--- config.mk ---
export PLATFORM = sky130hd
export DESIGN_NAME = spf_sqrt
export DESIGN_NICKNAME = d
export VERILOG_FILES = /design/src/spring_force_pair_macros.svh /design/src/spf_pkg.sv /design/src/spf_sqrt.sv
export SDC_FILE = /design/constraint.sdc
export NUM_CORES = 2
export LEC_CHECK = 0
export ABC_CLOCK_PERIOD_IN_PS = 4030
export BUFFER_PORTS_ARGS = -buffer_cell sky130_fd_sc_hd__buf_2
export CAP_MARGIN = 20
export CORE_MARGIN = 1.5
export CORE_UTILIZATION = 40
export DETAILED_ROUTE_END_ITERATION = 12
export PLACE_DENSITY = 0.58
export REMOVE_ABC_BUFFERS = 1
export SKIP_LAST_GASP = 1
export SYNTH_ARGS = -nofsm -noshare
export SYNTH_HDL_FRONTEND = slang
export SYNTH_SLANG_ARGS = --single-unit
--- constraint.sdc ---
create_clock -name clk_i -period 4.03 [get_ports clk_i]
set_input_delay 0.403 -clock clk_i [delete_from_list [all_inputs] [get_ports clk_i]]
set_output_delay 0.403 -clock clk_i [all_outputs]
set_load 0.02 [all_outputs]
--- src/spring_force_pair_macros.svh ---
// Assertion macros for the spring force pipeline.
// Expects clk_i and rst_ni in the including module; no other dependencies.
`ifndef SPRING_FORCE_PAIR_MACROS_SVH
`define SPRING_FORCE_PAIR_MACROS_SVH
`ifndef SYNTHESIS
// property must hold at every clock once reset is released
`define SPF_ASSERT(name, prop) \
  name: assert property (@(posedge clk_i) disable iff (!rst_ni) (prop)) \
    else $error("spring_force_pair: assertion failed");
// condition must never be seen
`define SPF_NEVER(name, cond) \
  name: assert property (@(posedge clk_i) disable iff (!rst_ni) !(cond)) \
    else $error("spring_force_pair: forbidden condition seen");
`else
`define SPF_ASSERT(name, prop)
`define SPF_NEVER(name, cond)
`endif
`endif

--- src/spf_pkg.sv ---
// Shared widths, latencies and register indexes for the spring force pipeline.
// No dependencies.
package spf_pkg;

  localparam int unsigned POS_W     = 32;
  localparam int unsigned MASS_W    = 32;
  localparam int unsigned CFG_W     = 32;
  localparam int unsigned IDX_W     = 10;
  localparam int unsigned REG_IDX_W = 3;

  // position difference and its magnitude
  localparam int unsigned DIFF_W = POS_W + 1;
  // squared distance, root
  localparam int unsigned SQ_W   = 2 * DIFF_W;
  localparam int unsigned ROOT_W = DIFF_W;
  // k*|e|, partial products, numerators, denominators
  localparam int unsigned KE_W   = CFG_W + ROOT_W;
  localparam int unsigned PP_W   = 2 * DIFF_W;
  localparam int unsigned NUM_W  = KE_W + DIFF_W;
  localparam int unsigned DEN_W  = ROOT_W + MASS_W;
  // quotient bits below the saturation point
  localparam int unsigned QUO_W  = POS_W - 1;

  localparam int unsigned SQRT_LAT = ROOT_W;
  localparam int unsigned DIV_LAT  = QUO_W + 1;

  localparam logic [REG_IDX_W-1:0] REG_STIFFNESS = 3'd0;
  localparam logic [REG_IDX_W-1:0] REG_REST_LEN  = 3'd1;
  localparam logic [REG_IDX_W-1:0] REG_CONNECTED = 3'd2;
  localparam logic [REG_IDX_W-1:0] REG_FIRST_IDX = 3'd3;
  localparam logic [REG_IDX_W-1:0] REG_SECOND_IDX = 3'd4;

endpackage

--- src/spf_sqrt.sv ---
// Pipelined integer square root, one result bit per stage (floor(sqrt(x))).
// Depends on spf_pkg for widths and latency.
module spf_sqrt import spf_pkg::*; (
  input  logic              clk_i,
  input  logic              en_i,
  input  logic [SQ_W-1:0]   x_i,
  output logic [ROOT_W-1:0] root_o
);

  logic [ROOT_W-1:0] root_q [SQRT_LAT];
  logic [SQ_W-1:0]   rem_q  [SQRT_LAT-1];

  for (genvar gi = 0; gi < SQRT_LAT; gi++) begin : g_step
    localparam int unsigned BitPos = ROOT_W - 1 - gi;
    logic [SQ_W-1:0]   rem_in;
    logic [ROOT_W-1:0] r_in;
    logic [SQ_W+1:0]   trial;
    logic              take;

    if (gi == 0) begin : g_first
      assign rem_in = x_i;
      assign r_in   = '0;
    end else begin : g_next
      assign rem_in = rem_q[gi-1];
      assign r_in   = root_q[gi-1];
    end

    // (2r + 2^b) * 2^b against the remainder x - r^2
    assign trial = ((SQ_W+2)'(r_in) << (BitPos + 1)) | ((SQ_W+2)'(1) << (2 * BitPos));
    assign take  = ({2'b00, rem_in} >= trial);

    always_ff @(posedge clk_i) begin
      if (en_i) begin
        root_q[gi] <= take ? (r_in | (ROOT_W'(1) << BitPos)) : r_in;
      end
    end

    if (gi < SQRT_LAT - 1) begin : g_keep
      always_ff @(posedge clk_i) begin
        if (en_i) begin
          rem_q[gi] <= take ? (rem_in - trial[SQ_W-1:0]) : rem_in;
        end
      end
    end
  end

  assign root_o = root_q[SQRT_LAT-1];

endmodule

==> out/summary.md <==
The first global-routing pass estimated 531000 µm of wire. The worst max-slew margin expressed relative to the limit was 34.3%. The run gives 0 as the number of setup violations in the final report. In the post-synthesis netlist, the biggest area contributors are edfxtp_1 62%, ha_1 5.7%, xnor2_1 3.8%, a21oi_1 2.9%, xor2_1 2.6%. The startpoint type of the worst setup path was a register. The HPWL after detailed placement is 275000 µm. The worst setup path is of the reg -> reg kind.

The tools report the total clock buffers created by CTS as 291. The detailed router finished its first iteration with 6080 violations. VDD sags by at most 0.405 mV. Counting along the longest clock path gives a buffer depth of 4. Setup repair after global routing could not meet its margin everywhere.

For the worst setup path, the data required time is 4630 ps. The number of iterations in the first detailed-routing pass is 7, and the part of the Yosys area used for sequential elements is 62.2%. Nature of the critical path endpoint: a register. Based on the critical path, the design can be clocked at up to 254 MHz.

The shortest period the worst path allows works out to 3930 ps. The signal on the critical path passes through ha_4, and2_4, nand3_2, or4_4, nor3b_4, nand4_1, o211ai_1, o21bai_4, buf_12, buf_12, nor3b_1, xor2_1. The logs give 84000 for the vias after detailed routing and 2673 for the number of clock sinks. The total power came out at 85.9 mW. For this design the static power due to leakage is 55.6 nW. For this run, asynchronously set or reset flops after synthesis account for 0%. The net count of the finished layout is 11600. Counting distinct cell types in the post-synthesis netlist gives 99. The count of final hold-check violations was 0; the portion of the clock cycle consumed by the worst path in the final layout was 97.5%. The library cells used most frequently in the layout, excluding fill and tap cells, are 2673 x edfxtp_1, 757 x nor2_1, 742 x a21oi_1. STA puts the critical path data arrival time at 4530 ps. The run gives 0 as the max-cap check violation count. The flow ran to the end, and the final reports show no timing, DRC or antenna violations. Once the floorplan was initialized, standard cells occupied 40.2% of the core.

For the level count of the clock H-tree, the log shows 5. The maximum clock skew at final layout was 40.5 ps; the clock transition at the registers of the reported paths was 60 ps. Pin placement for this block handled 101 I/O pins.

The proportion of netlist area held by the largest area contributor was 62.2%. The most common cell type on the critical path was buf_12. The transition time at the pin with the least slew margin was 977 ps; the core outline area was 321000 µm². The die footprint was 326000 µm².

The number of instances in the synthesized netlist came out at 10300. The area growth from synthesis to layout is 14.9%. Yosys mapped a number of flops with a built-in enable equal to 2673.

After detailed routing, the total wire length is 356000 µm. Entering global routing, the biggest net connects 104 pins. For the final-report max-slew violation count, the log shows 0. Measured along the y axis, the die boundary spans 571 µm.

The initial antenna violation count is 5, and the count of input and output buffers is 100. CTS placed an instance of clkbuf_16 at the clock tree root. The library cell used most frequently in the layout, excluding fill and tap cells, is edfxtp_1. The floorplan die width works out to 571 µm. In the routed design, unresolved DRC markers number 0. The floorplan has 208 rows. At the end of routability-driven placement, the weighted congestion stood at 0.944. Synthesis inferred 2673 register bits.

The number of warnings reported in the yosys synthesis log is 0. Power spread over the standard cell area amounts to 579 nW/µm². The insertion delay to the later sink of the worst-skew pair is 900 ps. The tools report the final instance area as 148000 µm².

The class of the most critical hold timing path was in -> reg. Among all stages on the critical path, the largest delay is contributed by or4_4. The via count of the first global-routing pass was 84800. The most used flip-flop cell after synthesis was edfxtp_1.

Average footprint of a synthesized cell: 12.5 µm². Of all nets on the critical path, the largest fanout is 16. After detailed routing, the number of vias per cell comes to 5.43. The total cell area at the placement stage is 138000 µm².

TritonCTS built the clock tree. In this run the remaining antenna-violating nets after routing total 0. In the final routed layout, each cell accounts on average for 23.0 µm. The synthesized netlist occupies a cell area of 129000 µm². Delay of the slowest critical-path stage: 500 ps. Summed over all instances, the cell type with the most area after synthesis is edfxtp_1. For the global-route congestion overflow total, the log shows 0.

The proportion of layout cells with a drive suffix above 1 is 10.4%, and the overall track demand over capacity in global routing is 21.5%. The total negative slack for setup checks came out at 0 ps.
[synth_stat cells, drive strengths merged (38+ instances only)]
library cell	count
ha	590
o31ai	40
and3	61
or4	75
or2	41
o211ai	59
a21oi	744
o21bai	73
or3	94
o21ai	382
nand2b	115
nor2b	80
a31oi	47
o21a	103
mux2	116
a211oi	55
a21o	234
nor3	287
nor4b	56
nor3b	38
inv	728
clkbuf	165
nand4	201
xnor2	555
nand3	174
buf	51
edfxtp	2673
nand2	557
nor2	758
nor4	350
xor2	389
[metal layers]
metal	vias to the layer above	global-route usage, %	part of all wire (%)
met3	710	2.49	3.8
met2	2145	40.1	52
met4	4	12.4	6.5
met1	41200	23.4	37
li1	40000	-	-
met5	-	0	0.0067
[metrics by stage]
stage | util (%) | std cells | hold slack [ps] | setup slack, ps
after floorplan | - | 10100 | 417 | -2760
after global placement | 42.9 | 14900 | 430 | -886
after detailed placement | 42.9 | 14900 | 429 | -901
after CTS | 46.2 | 15500 | 124 | 0.308
after global routing | 46.2 | 15500 | 170 | -54.6
final | 46.2 | 15500 | 209 | 99.9
[final timing paths]
check        slack [ps]                     from  cells after the start                 endpoint
max                 100  rem_q[1][758]$_DFFE_PP_                     12  rem_q[1][843]$_DFFE_PP_
min                 210                   x_i[9]                      2    rem_q[0][9]$_DFFE_PP_
max reg2reg         100  rem_q[1][758]$_DFFE_PP_                     12  rem_q[1][843]$_DFFE_PP_
min reg2reg         440  rem_q[0][890]$_DFFE_PP_                      0  rem_q[0][956]$_DFFE_PP_
[where the power goes]
part	switching, mW	internal [mW]
Sequential	3.36	35.4
Clock	11.1	15.4
Combinational	12.0	8.58
[state kept, by name, indices dropped and copies added, names as in the netlist]
name,count
rem_q,2112
root_q,561
[cell families after synthesis]
logic type	after synthesis	synth area share [%]
xor gates and xnor gates	944	6.41
and+or+nand+nor	3044	12.3
AOI/OAI and AO/OA	1969	9.49
adders and majority gates	590	5.72
DFF	2673	62.2
muxes	127	1.10
buffers and inverters	944	2.80
[final cells by class]
| type | count | area [µm²] |
|---|---|---|
| Clock buffer | 344 | 7740 |
| Fill cell | 28400 | 173000 |
| Inverter | 728 | 2730 |
| Antenna cell | 4 | 10.0 |
| Timing Repair Buffer | 579 | 4960 |
| Multi-Input combinational cell | 6674 | 45500 |
| Sequential cell | 2673 | 80300 |
| Tap cell | 4305 | 5390 |
| Clock inverter | 178 | 1650 |
[worst max-delay path, delay by kind of cell (launching register included)]
kind	cells	cell delay (ps)
xor+xnor	1	100
compound gates	2	600
flops	1	470
buf+inv	2	270
fa+ha+maj	1	320
simple gates	6	1860
[what timing repair did]
| item | in CTS | in global routing |
|---|---|---|
| pin swaps | 6 | 0 |
| hold endpoints to repair | 73 | 0 |
| endpoints found under the setup margin | 111 | 97 |
| setup buffers | 8 | 2 |
| hold buffers | 68 | 0 |
| gates resized for setup | 22 | 18 |
| gates cloned | 2 | 0 |
Power figures use the tool's default switching activity.
